<file path="config.mk">
export PLATFORM = sky130hd
export DESIGN_NAME = nv3_div_step
export DESIGN_NICKNAME = d
export VERILOG_FILES = /design/src/design/nv3_div_step.sv
export SDC_FILE = /design/constraint.sdc
export NUM_CORES = 1
export LEC_CHECK = 0
export CAP_MARGIN = 20
export CORE_ASPECT_RATIO = 1.1
export CORE_MARGIN = 1.5
export CORE_UTILIZATION = 60
export DETAILED_ROUTE_END_ITERATION = 12
export DONT_BUFFER_PORTS = 1
export PLACE_DENSITY_LB_ADDON = 0.3
export SETUP_SLACK_MARGIN = 0.05
export SYNTH_ARGS = -nofsm -noshare
export SYNTH_HDL_FRONTEND = slang
export SYNTH_SLANG_ARGS = --single-unit
</file>
<file path="constraint.sdc">
create_clock -name i_clk -period 4 [get_ports i_clk]
set_clock_uncertainty 0.05 [all_clocks]
set_input_delay 0.8 -clock i_clk [delete_from_list [all_inputs] [get_ports i_clk]]
set_output_delay 0.8 -clock i_clk [all_outputs]
set_load 0.05 [all_outputs]
</file>
<file path="src/design/nv3_div_step.sv">
// ----------------------------------------------------------------------------
// nv3_div_step
// One restoring division step of a lane: yields one quotient bit.
// ----------------------------------------------------------------------------
module nv3_div_step #(
    parameter int COMP_W = 24,
    parameter int QUO_W = 17,
    parameter bit FIRST = 1'b0
) (
    input  logic              i_clk,
    input  logic              i_en,
    input  logic [COMP_W:0]   i_part,
    input  logic [COMP_W-1:0] i_div,
    input  logic [QUO_W-1:0]  i_quo,
    output logic [COMP_W:0]   o_part,
    output logic [QUO_W-1:0]  o_quo
);

    logic [COMP_W:0] n_shift;
    logic            n_ge;

    // first step takes the integer bit, later steps bring in a zero
    assign n_shift = FIRST ? i_part : {i_part[COMP_W-1:0], 1'b0};
    assign n_ge    = n_shift >= {1'b0, i_div};

    always_ff @(posedge i_clk) begin
        if (i_en) begin
            o_part <= n_ge ? (n_shift - {1'b0, i_div}) : n_shift;
            o_quo  <= {i_quo[QUO_W-2:0], n_ge};
        end
    end

endmodule

</file>
---- Word level (Yosys, flattened, before mapping) ----
Cells that the tools add are included.
word-level totals
  output and inout port bits .............. 42
  flip-flop bits (word level) ............. 42
  logic and storage cells ................. 6
  input port bits ......................... 68
cells by class
  $lt $le $gt $ge ......................... 1
  muxes and demuxes ....................... 1
  add/subtract/negate cells ............... 1
operators by type and width
  cell                                          number
  greater-or-equal comparator 25 x 24 -> 1 bit  1
  two-way mux 25 bit                            1
  subtractor 25 x 24 -> 25 bit                  1

---- Longest topological paths before layout ----
  word-level depth ........................ 2
  mapped depth ............................ 13
  mapped depth without buffers ............ 10

---- Worst setup path before layout ----
OpenSTA, ideal clock, no wires.
  kind .................................... input to register
  start ................................... input port i_div[1]
  end ..................................... register o_part[11], data pin
  buffers on the path ..................... 1
  required time ........................... 3690 ps
  slack ................................... 912 ps
  data arrival time ....................... 2779 ps
  stages .................................. 10
  setup time .............................. 260 ps
  cells stage by stage .................... inv_1 -> ha_1 -> nor2b_1 -> o2111ai_2 -> nand3_2 -> a221o_2 -> a31oi_4 -> o21a_4 -> buf_8 -> mux2_2
on the way
  longest elaborated chain between the ends .. 2
  elaborated cells between the ends (all ways) .. 3
  classes of those cells .................. add/sub: 1; order compare: 1; mux: 1
RTL lines
  item                                                                                          line    text
  start, declared                                                                               13      input logic [COMP_W-1:0] i_div,
  subtractor 25 x 24 -> 25 bit or greater-or-equal comparator 25 x 24 -> 1 bit (tied branches)  28, 24
  two-way mux 25 bit (*)                                                                        28      o_part <= n_ge ? (n_shift - {1'b0, i_div}) : n_shift;
  end signal, assigned                                                                          28
  end, declared                                                                                 15      output logic [COMP_W:0] o_part,
Mark *: on every way between the ends. The rest lies on a longest branch, timed or not.
A chain may end at the register's enable or synchronous reset.

---- Worst setup path in the final report ----
  start ................................... input port i_div[1]
  end ..................................... register o_part[12], data pin
on the way
  longest elaborated chain between the ends .. 2
  elaborated cells between the ends (all ways) .. 3
  classes of those cells .................. add/sub: 1; order compare: 1; mux: 1
RTL lines
  item                                          line  text
  greater-or-equal comparator 25 x 24 -> 1 bit  24    assign n_ge = n_shift >= {1'b0, i_div};
  named net n_ge                                20    logic n_ge;
  two-way mux 25 bit                            28
The timed path passes the listed nets, and every way through them passes these cells.

==> qor.txt <==
Status - finished clean
Critical Path End - o_part[12]
Cell count after placement - 351
Tmin final - 3070 ps
Power Density - 427 mW/mm^2
Iter 0 DRT Violations - 122
Cell taking the most area after synthesis - edfxtp_1
Routed WL per cell - 16.9 um
WL final - 6.05 mm
Final Hold Viols - 0
Area of the core - 0.00468 sq mm
Comb pwr share - 21.0%
Ys flop type - edfxtp_1
Flops & latches, synth - 42
Vias in the first global route - 2008
CP startpoint kind - primary input
Leakage power - 1.30 nW
Total Routing Usage GR - 21.8%
Input/output buffers - 0
Max_slew headroom - 67.4%
Largest cells by area after synthesis - edfxtp_1 (43%), ha_1 (10%), o21ai_0 (5.7%)
Slew Viols, Final - 0
Final Non-Filler Cells - 358
IO Pins - 110
Peak VDD IR - 210 uV
Area grow syn2layout - 2.95%
Fmax - 326 MHz
Initial antenna violation count - 0
Max_cap viols - 0
Clock power frac - 19.7%
Largest net degree at the start of global routing - 43
WHS Path Cells - 0
DRC - 0
Number of synthesized flops with an enable pin - 42
First-pass GRT wire length - 9.25 mm
NetSw - 0.000506 W
Syn Area/Cell - 9.72 sq um
Ant. Diodes - 0
Rows - 26
Vias - 2242
Reg clk slew, reported paths - 80 ps
Initial Util - 63.3%
Mapped Nets - 398
Min-delay src - i_quo[10]
RSZ-0062 raised after global routing - false
Sw Ratio - 38.8%
Async SR Flop Fraction - 0%
Post-CTS sizing - 0
Syn Std Cell Area - 0.00297 sq mm
Die Wd - 70.0 um
Die Area - 0.00537 sq mm
Post-synth top area share - 42.5%
Via/cell ratio - 6.26
Placer Congestion - 0.974
Min-delay worst type - in -> reg
Sequential power share - 59.3%
Worst Path Arrival - 3060 ps
Clock buffer depth - 2
Pint - 0.000798 W
Hold Buf Count CTS - 0
Final #Nets - 395
Max FO, Critical Path - 27
Post-DP HPWL - 4.74 mm
CTS tree - yes
Data required, critical path - 3990 ps
Post-CTS setup buffer count - 0
Crit. End Element - flop
Final TNS setup - 0 ps
Final ANT Viol Nets - 0
CTS root buffer - clkbuf_8
Share of layout cells above drive strength 1 - 6.29%
Synth warn - 0
CTS H-tree lvls - 2
Critical path class - in -> reg
# clock sinks - 42
Worst slew pin tran - 490 ps
Period utilization - 76.7%
Final setup vio count - 0
Register area share after synthesis - 42.5%
Iteration count of the initial detailed-routing pass - 4
Synth cell types - 47
Gr ovfl total - 0
CTS Buf Count - 5
Mapped Cells - 305
Critical Path Start - i_div[1]
Die Ht - 76.7 um
==> synthesized netlist by cell type, drive strengths merged (2+ instances only) <==
| cell type | instances |
|---|---|
| edfxtp | 42 |
| xnor2 | 10 |
| nor3 | 6 |
| ha | 24 |
| buf | 3 |
| o2111ai | 2 |
| nand2b | 5 |
| mux2 | 4 |
| a221o | 2 |
| clkbuf | 8 |
| xor2 | 10 |
| a211oi | 4 |
| a21o | 13 |
| inv | 29 |
| nor2 | 11 |
| nand2 | 35 |
| o211ai | 2 |
| o21ai | 35 |
| o21a | 2 |
| and3 | 7 |
| nand3 | 6 |
| a21oi | 25 |
| a31oi | 2 |
| nor2b | 4 |
| nand4 | 2 |
==> through the flow <==
step / utilization, % / hold slack, ps / setup WS [ps] / area [sq um] / power, W
2_1_floorplan: - / 849 / 912 / 2970 / 0.00101
3_3_place_gp: 63.5 / 849 / 681 / 2970 / 0.00105
3_5_place_dp: 63.5 / 849 / 621 / 2970 / 0.00105
4_1_cts: 65.2 / 542 / 930 / 3050 / 0.00131
5_1_grt: 65.2 / 533 / 838 / 3050 / 0.00136
6_report: 65.2 / 547 / 932 / 3050 / 0.00130
==> registers in the layout (all words and copies together) (netlist names) <==
signal	flops
o_part	25
o_quo	17
==> worst max-delay path: stages <==
cell and delay, ps:
inv_1 20, ha_1 280, nor2b_1 160, o2111ai_2 180
nand3_2 180, a221o_2 440, a31oi_4 240, o21a_4 340
inv_2 100, mux2_4 300
==> power groups by stage <==
stage / logic [W] / registers, W / clock network, W
after global placement: 0.000264 / 0.000782 / 0
after floorplan: 0.000231 / 0.000775 / 0
after global routing: 0.000306 / 0.000778 / 0.000279
after CTS: 0.000272 / 0.000774 / 0.000264
after detailed placement: 0.000271 / 0.000783 / 0
final: 0.000274 / 0.000773 / 0.000257
==> per-layer routing <==
| layer | global-route usage [%] | part of all wire [%] |
|---|---|---|
| met1 | 27.9 | 43 |
| met4 | 8.85 | 1.8 |
| met3 | 6.83 | 8.4 |
| met2 | 34.4 | 47 |
| met5 | 0 | 0 |
==> cell usage in the layout (no fill, tap or decap), drive strengths merged <==
master	count
ha	24
a211oi	4
nor3	6
nand2	35
xor2	10
clkbuf	5
o211ai	2
a21oi	25
a31o	1
o21a	2
a221o	2
a31oi	2
mux2	4
edfxtp	42
xnor2	10
o2111ai	2
buf	1
mux2i	1
fa	1
nand3b	1
nor2b	4
o22ai	1
inv	29
clkinv	2
and3	7
nor2	11
nand4	2
o21bai	1
nand2b	5
and4	1
nand3	6
o31ai	1
a311oi	1
o21ai	35
o2bb2ai	1
a21o	13
nor3b	1
a41oi	1
==> cells by family after synthesis <==
kind of cell | share of synthesized area (%)
AO/OA/AOI/OAI | 20.0
buffers and inverters | 5.99
AND/OR/NAND/NOR | 12.6
XOR/XNOR | 5.91
multiplexers | 2.11
flip-flops | 42.5
adder cells (fa/ha/maj) | 10.8
==> how the worst min path moves through the flow <==
stage          slack (ps)        end
3_5_place_dp          850  o_quo[11]
5_1_grt               530  o_quo[10]
3_3_place_gp          850   o_quo[2]
4_1_cts               540  o_quo[11]
6_report              550  o_quo[11]
2_1_floorplan         850  o_quo[10]
==> final cells by class <==
type / instances / area, sq um
Clock buffer: 5 / 68.8
Timing Repair Buffer: 1 / 7.51
Multi-Input combinational cell: 223 / 1530
Fill cell: 395 / 1630
Clock inverter: 2 / 10.0
Sequential cell: 42 / 1260
Inverter: 29 / 109
Tap cell: 56 / 70.1
(Power assumes the default switching activity.)
