==> src/design/nv3_root_step.sv <==
// ----------------------------------------------------------------------------
// nv3_root_step
// One pipelined step of the integer square root: decides one root bit.
// ----------------------------------------------------------------------------
module nv3_root_step #(
    parameter int SUM_W = 48,
    parameter int ROOT_W = 24,
    parameter int BIT = 0
) (
    input  logic              i_clk,
    input  logic              i_en,
    input  logic [SUM_W-1:0]  i_rem,
    input  logic [ROOT_W-1:0] i_root,
    output logic [SUM_W-1:0]  o_rem,
    output logic [ROOT_W-1:0] o_root
);

    localparam int CW = SUM_W + 1;
    localparam logic [CW-1:0] BIT_SQ = CW'(1) << (2 * BIT);
    localparam logic [ROOT_W-1:0] BIT_MASK = ROOT_W'(1) << BIT;

    logic [CW-1:0] n_cand;
    logic          n_take;

    // (root + 2^b)^2 - root^2, root holds only bits above b
    assign n_cand = (CW'(i_root) << (BIT + 1)) + BIT_SQ;
    assign n_take = {1'b0, i_rem} >= n_cand;

    always_ff @(posedge i_clk) begin
        if (i_en) begin
            o_rem  <= n_take ? (i_rem - n_cand[SUM_W-1:0]) : i_rem;
            o_root <= n_take ? (i_root | BIT_MASK) : i_root;
        end
    end

endmodule

==> config.mk <==
export PLATFORM = sky130hd
export DESIGN_NAME = nv3_root_step
export DESIGN_NICKNAME = d
export VERILOG_FILES = /design/src/design/nv3_root_step.sv
export SDC_FILE = /design/constraint.sdc
export NUM_CORES = 1
export LEC_CHECK = 0
export ABC_AREA = 1
export BUFFER_PORTS_ARGS = -buffer_cell sky130_fd_sc_hd__buf_2
export CORE_UTILIZATION = 55
export CTS_BUF_LIST = sky130_fd_sc_hd__clkbuf_8
export DETAILED_ROUTE_END_ITERATION = 6
export GPL_TIMING_DRIVEN = 0
export PLACE_DENSITY = 0.8
export SYNTH_ARGS = -nofsm -noshare
export SYNTH_HDL_FRONTEND = slang
export SYNTH_SLANG_ARGS = --single-unit
==> constraint.sdc <==
create_clock -name i_clk -period 5.95 [get_ports i_clk]
set_input_delay 0.595 -clock i_clk [delete_from_list [all_inputs] [get_ports i_clk]]
set_output_delay 0.595 -clock i_clk [all_outputs]
set_load 0.02 [all_outputs]
# Word level (Yosys, flattened, before mapping)
# Cells that the tools add are included.
[word_totals]
reg_bits = 72
input_bits = 74
out_inout_bits = 72
elab_cells = 7
[classes]
add_sub_neg = 2
order_cmp = 1
n_mux = 1
[ops]
columns = ["cell", "n"]
rows = [
  ["48-bit by 26-bit greater-or-equal comparator with 1-bit output", 1],
  ["48-bit two-way mux", 1],
  ["48-bit by 26-bit subtractor with 48-bit output", 1],
  ["25-bit by 1-bit adder with 26-bit output, second input constant", 1],
]

# Logic depth before layout (Yosys ltp)
# Gate-level depths: netlist (run 1).
[depth]
depth_word = 3
mapped_depth = 17
ltp_nobuf = 15

# Worst setup path before layout (run 1)
# OpenSTA, ideal clock, no wires.
[synth_path]
kind = "input-to-reg"
start = "input i_root[0]"
end = "register o_rem[3] (data pin)"
setup_time_ns = 0.257
arrival_ns = 2.174
required_ns = 5.693
slack_ns = 3.519
cell_stages = 14
n_path_buf = 2
path_cell_list = "inv_1 > fa_1 > nand3_1 > nand3_2 > nand2_2 > nand2_2 > nand2_2 > nand2_2 > nand2_2 > nand3_4 > inv_4 > buf_12 > buf_6 > o21ai_2"
[synth_between]
elab_chain_cells = 3
elab_cells_between_ends = 4
cone_classes = "add/sub: 2; order compare: 1; mux: 1"
[synth_rtl]
columns = ["element", "line_no", "source"]
rows = [
  ["from (decl)", "13", "input logic [ROOT_W-1:0] i_root,"],
  ["25-bit by 1-bit adder with 26-bit output (*)", "26", "assign n_cand = (CW'(i_root) << (BIT + 1)) + BIT_SQ;"],
  ["48-bit by 26-bit subtractor with 48-bit output or 48-bit by 26-bit greater-or-equal comparator with 1-bit output (tied branches)", "31, 27", ""],
  ["48-bit two-way mux (*)", "31", "o_rem <= n_take ? (i_rem - n_cand[SUM_W-1:0]) : i_rem;"],
  ["to (signal assigned)", "31", ""],
  ["to (decl)", "14", "output logic [SUM_W-1:0] o_rem,"],
]
# Every way passes the cells marked *; elsewhere a longest branch is shown, timed or not.
# A chain may end at the register's enable or synchronous reset.

# Worst setup path after layout (run 1)
[layout_path]
start = "input i_rem[1]"
end = "register o_root[0] (data pin)"
[layout_between]
elab_chain_cells = 1
[layout_rtl]
columns = ["element", "line_no", "source"]
rows = [
  ["from (decl)", "12", "input logic [SUM_W-1:0] i_rem,"],
  ["48-bit by 26-bit greater-or-equal comparator with 1-bit output", "27", "assign n_take = {1'b0, i_rem} >= n_cand;"],
  ["to (signal assigned)", "32", "o_root <= n_take ? (i_root | BIT_MASK) : i_root;"],
  ["to (decl)", "15", "output logic [ROOT_W-1:0] o_root"],
]
# No other way between the ends.

==> flow_summary.json, run 1 <==
{
  "status": "completed",
  "grt_usage_pct": 31.0,
  "layout_worst_path_cycle_share_pct": 44.5,
  "internal-power_w": 0.000928,
  "grt_pass1_vias": 5392,
  "worst_ir_drop_vdd_mv": 0.136,
  "antenna_found_initial": 0,
  "synth_top_area_share_pct": 36.6,
  "hold_buffers": 0,
  "clk_path_buf_depth": 2,
  "yosysSeqAreaShare_pct": 36.6,
  "cts_tree": "built",
  "leakage_nw": 3.44,
  "setup-tns-final_ps": 0,
  "slew_headroom_pct": 38.6,
  "drt_iter0_markers": 336,
  "rsz0062_at_grt": "no",
  "final_nets": 1090,
  "power.share.combinational_pct": 31.9,
  "layout_common_cells": "nand2_1, inv_1, buf_2",
  "ys_async_sr_fraction_pct": 0,
  "synth_edf_count": 72,
  "synthDistinctLibCells": 31,
  "worst_slack_ps": 3300,
  "criticalPathCategory": "in -> reg",
  "ant_nets": 0,
  "setup.worst_path.start_class": "input pin",
  "first_pass_iters": 5,
  "cts_resized": 0,
  "hold_path.class": "in -> reg",
  "numCtsBuffers": 9,
  "portBuffers": 145,
  "num_rows": 37,
  "layout_min_cycle_time_ps": 2650,
  "final_common_cell": "nand2_1",
  "clockPowerShare_pct": 24.0,
  "area_growth_pct": 18.0,
  "die_width_um": 106,
  "worst_pin_slew_ps": 920,
  "final_util_pct": 67.1,
  "io_pins": 146,
  "hold_viol": 0,
  "core_area_um2": 10400,
  "root_buffer": "clkbuf_8",
  "grt_overflow": 0,
  "min_delay_path_depth": 1,
  "pwr-share-seq_pct": 44.2,
  "p_sw_w": 0.000516,
  "cts.reportedPaths.clkPinSlew_ps": 80,
  "routabilityCongestion": 0.931,
  "endpoint_kind": "register",
  "cts_sinks": 72,
  "required_ps": 6070,
  "grt_pass1_wl_mm": 26.2,
  "viasPerCell": 5.10,
  "worstPathArrival_ps": 2770,
  "place_hpwl_mm": 13.7,
  "route.detailed.drc": 0,
  "max_freq_ghz": 0.378,
  "cp_max_fo": 10,
  "grt_start_max_net_pins": 73,
  "powerDensity_nw_per_um2": 207,
  "ys_ff_latch": 72,
  "drv_cap": 0,
  "synth-warning-count": 0,
  "synth_flop_cell": "edfxtp_1",
  "mappedNetlistNets": 934,
  "wl_mm": 16.8,
  "nFillCells": 975,
  "layout-drive-gt1-share_pct": 23.8,
  "swShare_pct": 35.7,
  "die-area_um2": 11100,
  "num_vias": 5767,
  "h-tree-depth": 3,
  "synth_cells": 834,
  "synth_area_um2": 5900,
  "antenna_cells": 0,
  "syn_area_per_cell_um2": 7.08,
  "setup_viol": 0,
  "pre_cts_slack_ps": 2930,
  "maxSlewViolCount": 0,
  "wl_per_cell_um": 14.8,
  "post_cts_buffers": 0,
  "synth_top_cell_by_area": "edfxtp_1",
  "netlist_top_cells_area": "edfxtp_1, nand2_1, inv_1",
  "die_h_um": 106,
  "start_util_pct": 56.9
}
## synthesized netlist by cell type (2+ instances only)
library cell and number:
a21oi_1 16, a21oi_2 17, buf_6 4, edfxtp_1 72, ha_1 25, inv_1 158, nand2_1 280, nand2_2 25
nand3_1 51, nand3b_1 11, nand4_1 15, nor2_1 86, nor2_2 6, nor2_4 2, nor3_1 7, o21ai_0 8
o21ai_2 17, xnor2_1 17, xor2_1 5
## power groups by stage
stage / combinational, W / sequential [W] / clock [W]
floorplan: 0.000223 / 0.000724 / 0
global placement: 0.000451 / 0.000648 / 0
detailed placement: 0.000455 / 0.000649 / 0
CTS: 0.000457 / 0.000639 / 0.000345
global route: 0.000503 / 0.000642 / 0.000366
finish: 0.000460 / 0.000638 / 0.000346
## metrics by stage
step	cell area, µm²	total power [W]	cells	hold slack [ps]
2_1_floorplan	5900	0.000947	834	694
3_3_place_gp	6800	0.00110	1115	787
3_5_place_dp	6800	0.00110	1115	789
4_1_cts	6960	0.00144	1131	408
5_1_grt	6960	0.00151	1131	406
6_report	6960	0.00144	1131	408
## flip-flops by register name (all words and copies together) (netlist names)
signal	cells
o_rem	48
o_root	24
## per-layer routing
layer	global-route usage (%)	vias up	share of wire, %
met5	0	-	0
met4	9.42	0	1.9
met3	5.19	20	7.7
met2	52.0	206	47
met1	40.9	2607	43
li1	-	2934	-
## kinds of logic (layout without fill, tap and decap cells)
kind of cell	count (synthesis)	after routing	share of synthesized area, %
AND/OR/NAND/NOR	488	488	35.6
buffers and inverters	166	327	11.5
flip-flops	72	72	36.6
AO/OA/AOI/OAI	60	60	7.34
adder cells (fa/ha/maj)	26	26	5.64
XOR/XNOR	22	22	3.27
## path summary, 6_finish.rpt
| path | slack, ps | from | to |
|---|---|---|---|
| max | 3300 | i_rem[1] | o_root[0]$_SDFFCE_PP1P_ |
| min | 410 | i_root[6] | o_root[6]$_DFFE_PP_ |
## area by class of cell
| class | instances | area, µm² | area share [%] |
|---|---|---|---|
| clock inverters | 7 | 40.0 | 0.575 |
| multi-input cells | 596 | 3060 | 44.0 |
| repair buffers | 145 | 728 | 10.5 |
| plain buffers | 7 | 77.6 | 1.11 |
| inverters | 159 | 599 | 8.61 |
| well taps | 136 | 170 | 2.44 |
| flip-flops and latches | 72 | 2160 | 31.1 |
| clock buffers | 9 | 124 | 1.78 |
## critical path: stages
cell     delay [ps]
buf_2           120
fa_1            520
nand3_1         140
nand3_2         190
nand2_2         110
nand2_2         110
nand2_2          80
nand2_2          80
nand2_2          90
nand3_4         200
inv_4           120
buf_12          150
buf_6           190
nand2_1          60
(Power assumes the default switching activity.)
==> run 2: changes to the inputs <==
--- a/config.mk
+++ b/config.mk
@@ -5,13 +5,13 @@
 export SDC_FILE = /design/constraint.sdc
 export NUM_CORES = 1
 export LEC_CHECK = 0
-export ABC_AREA = 1
+export ABC_AREA = 0
 export BUFFER_PORTS_ARGS = -buffer_cell sky130_fd_sc_hd__buf_2
-export CORE_UTILIZATION = 55
+export CORE_UTILIZATION = 48
 export CTS_BUF_LIST = sky130_fd_sc_hd__clkbuf_8
 export DETAILED_ROUTE_END_ITERATION = 6
 export GPL_TIMING_DRIVEN = 0
-export PLACE_DENSITY = 0.8
+export PLACE_DENSITY = 0.76
 export SYNTH_ARGS = -nofsm -noshare
 export SYNTH_HDL_FRONTEND = slang
 export SYNTH_SLANG_ARGS = --single-unit
==> constraint.sdc (replaced) <==
create_clock -name i_clk -period 2.4 [get_ports i_clk]
set_input_delay 0.24 -clock i_clk [delete_from_list [all_inputs] [get_ports i_clk]]
set_output_delay 0.24 -clock i_clk [all_outputs]
set_load 0.02 [all_outputs]
==> run 2 against run 1 <==
  * Wire length is 26% lower
  * Clock-buffer cell count stayed put
  * Global-route usage is 7.3 points lower
==> flow_summary.json, run 2 <==
{
  "synth_top_family_by_area": "simple AND/OR/NAND/NOR gates",
  "numCtsBuffers": 9,
  "yosysMostFrequentCell": "edfxtp_1",
  "rsz0062_at_grt": "yes",
  "worst_pin_slew_ps": 907,
  "synth_top_area_share_pct": 45.4,
  "synth-warning-count": 0,
  "die-area_um2": 10300,
  "regMostFlops": "o_rem",
  "final_nets": 732,
  "ys_async_sr_fraction_pct": 0,
  "power_w": 0.00370,
  "netlist_top_cells_area": "edfxtp_1, ha_1, xor2_1",
  "layout_common_cells": "buf_2, edfxtp_1, nand2_1",
  "root_buffer": "clkbuf_8",
  "num_vias": 4272,
  "synth_compound_area_share_pct": 15.8,
  "synthAdderAreaFrac_pct": 6.99,
  "grt_start_max_net_pins": 73,
  "clk_path_buf_depth": 2,
  "slew_headroom_pct": 39.5,
  "antenna_cells": 0,
  "syn_area_per_cell_um2": 10.2,
  "synth_flop_cell": "edfxtp_1",
  "worst_ir_drop_vdd_mv": 0.325,
  "first_pass_iters": 4,
  "final_common_cell": "buf_2",
  "maxSlewViolCount": 0,
  "grt_overflow": 0,
  "core_area_um2": 9420,
  "synth_area_um2": 4760,
  "cp_max_fo": 10,
  "cts_tree": "built",
  "worstPathArrival_ps": 2460,
  "hold_end": "o_root[5]$_DFFE_PP_",
  "layout-drive-gt1-share_pct": 38.0,
  "drv_cap": 0,
  "wl_mm": 12.5,
  "viasPerCell": 5.58,
  "setup_viol": 0,
  "cts.reportedPaths.clkPinSlew_ps": 90,
  "grt_pass1_wl_mm": 18.8,
  "ys_ff_latch": 72,
  "grt_usage_pct": 23.7,
  "wl_per_cell_um": 16.3,
  "synth_top_cell_by_area": "edfxtp_1",
  "yosysSeqAreaShare_pct": 45.4,
  "min_delay_path_depth": 1,
  "top_regs": "o_rem (48), o_root (24)",
  "required_ps": 2490,
  "leakage_nw": 2.55,
  "antenna_found_initial": 0,
  "hold_buffers": 0,
  "synthMuxAreaShare_pct": 1.16,
  "synthDistinctLibCells": 67,
  "setup.worst_path.start_class": "input pin",
  "routabilityCongestion": 0.863,
  "synthXorXnorAreaFrac_pct": 7.90,
  "die_width_um": 102,
  "largest_reg_flops": 48,
  "mappedNetlistNets": 566,
  "ant_nets": 0,
  "final_cell_count_no_fill": 766,
  "num_rows": 35,
  "layout_min_cycle_time_ps": 2370,
  "powerDensity_nw_per_um2": 598,
  "ys_top_cells_by_count": "edfxtp_1, nand2_1, a21oi_1",
  "layout_worst_path_cycle_share_pct": 98.8,
  "cts_sinks": 72,
  "start_util_pct": 50.6,
  "synth_edf_count": 72,
  "synth_cells": 466,
  "criticalPathCategory": "in -> reg",
  "place_hpwl_mm": 9.25,
  "grt_pass1_vias": 3950,
  "yosys.area_share.simple_pct": 17.8,
  "area_growth_pct": 29.7,
  "dp.cells": 738,
  "portBuffers": 143,
  "route.detailed.drc": 0,
  "h-tree-depth": 3,
  "io_pins": 146,
  "drt_iter0_markers": 206,
  "max_freq_ghz": 0.422,
  "status": "completed",
  "die_h_um": 102,
  "min_from": "i_root[5]",
  "endpoint_kind": "register",
  "hold_path.class": "in -> reg",
  "hold_viol": 0
}
## run 2: worst max path at each step
stage	end	slack (ps)	cells past startpoint	start
after CTS	o_rem[29]$_DFFE_PP_	3	10	i_root[0]
after detailed placement	o_rem[45]$_DFFE_PP_	-560	10	i_root[1]
after global placement	o_rem[45]$_DFFE_PP_	-500	10	i_root[1]
final	o_rem[31]$_DFFE_PP_	30	12	i_root[23]
after floorplan	o_rem[31]$_DFFE_PP_	4	12	i_root[12]
after global routing	o_rem[31]$_DFFE_PP_	-90	12	i_root[23]
## run 2: cell families after synthesis
family,after synthesis
AOI/OAI and AO/OA,116
xor gates and xnor gates,43
adders and majority gates,26
buffers and inverters,51
DFF,72
muxes,5
and+or+nand+nor,153
## run 2: cell type report
cell class / instances / area, µm²
Buffer: 21 / 131
Clock buffer: 9 / 124
Clock inverter: 7 / 93.8
Fill cell: 776 / 3240
Inverter: 30 / 113
Multi-Input combinational cell: 343 / 2580
Sequential cell: 72 / 2160
Tap cell: 129 / 161
Timing Repair Buffer: 155 / 808
## run 2: per-layer routing
layer / part of all wire (%) / up-vias / global-route usage [%]
li1: - / 2064 / -
met1: 44 / 2025 / 31.7
met2: 48 / 165 / 38.8
met3: 6.6 / 18 / 3.86
met4: 1.4 / 0 / 8.36
met5: 0 / - / 0
## run 2: metrics by stage
step / hold WS [ps] / worst slack (ps) / setup TNS [ps] / util, % / cell area, µm²
2_1_floorplan: 339 / 4.14 / 0 / - / 4770
3_3_place_gp: 433 / -496 / -16580 / 60.0 / 5650
3_5_place_dp: 435 / -562 / -18780 / 60.0 / 5650
4_1_cts: 59.2 / 3.24 / 0 / 63.5 / 5980
5_1_grt: 60.1 / -85.2 / -168 / 65.6 / 6180
6_report: 71.5 / 28.6 / 0 / 65.6 / 6180
## run 2: what timing repair did
action	CTS	global route
gates resized for setup	13	29
pin swaps	7	10
endpoints found under the setup margin	20	27
gates cloned	0	0
setup buffers	5	7
## run 2: report_power, final
part,leakage [nW],total (W),switching [W],internal (W)
combinational,1.74,0.00103,0.000649,0.000378
sequential,0.705,0.00158,0.0000298,0.00155
clock,0.108,0.00109,0.000498,0.000588
total,2.55,0.00370,0.00118,0.00252
## run 2: critical path, stage by stage
cell and delay [ps]:
buf_2 100, inv_1 50, ha_2 410, nand2b_2 180, nor3_2 190, nand2_1 130, a211oi_4 300, nor2_4 60
buf_6 150, buf_6 160, o41ai_4 370, o31ai_1 130
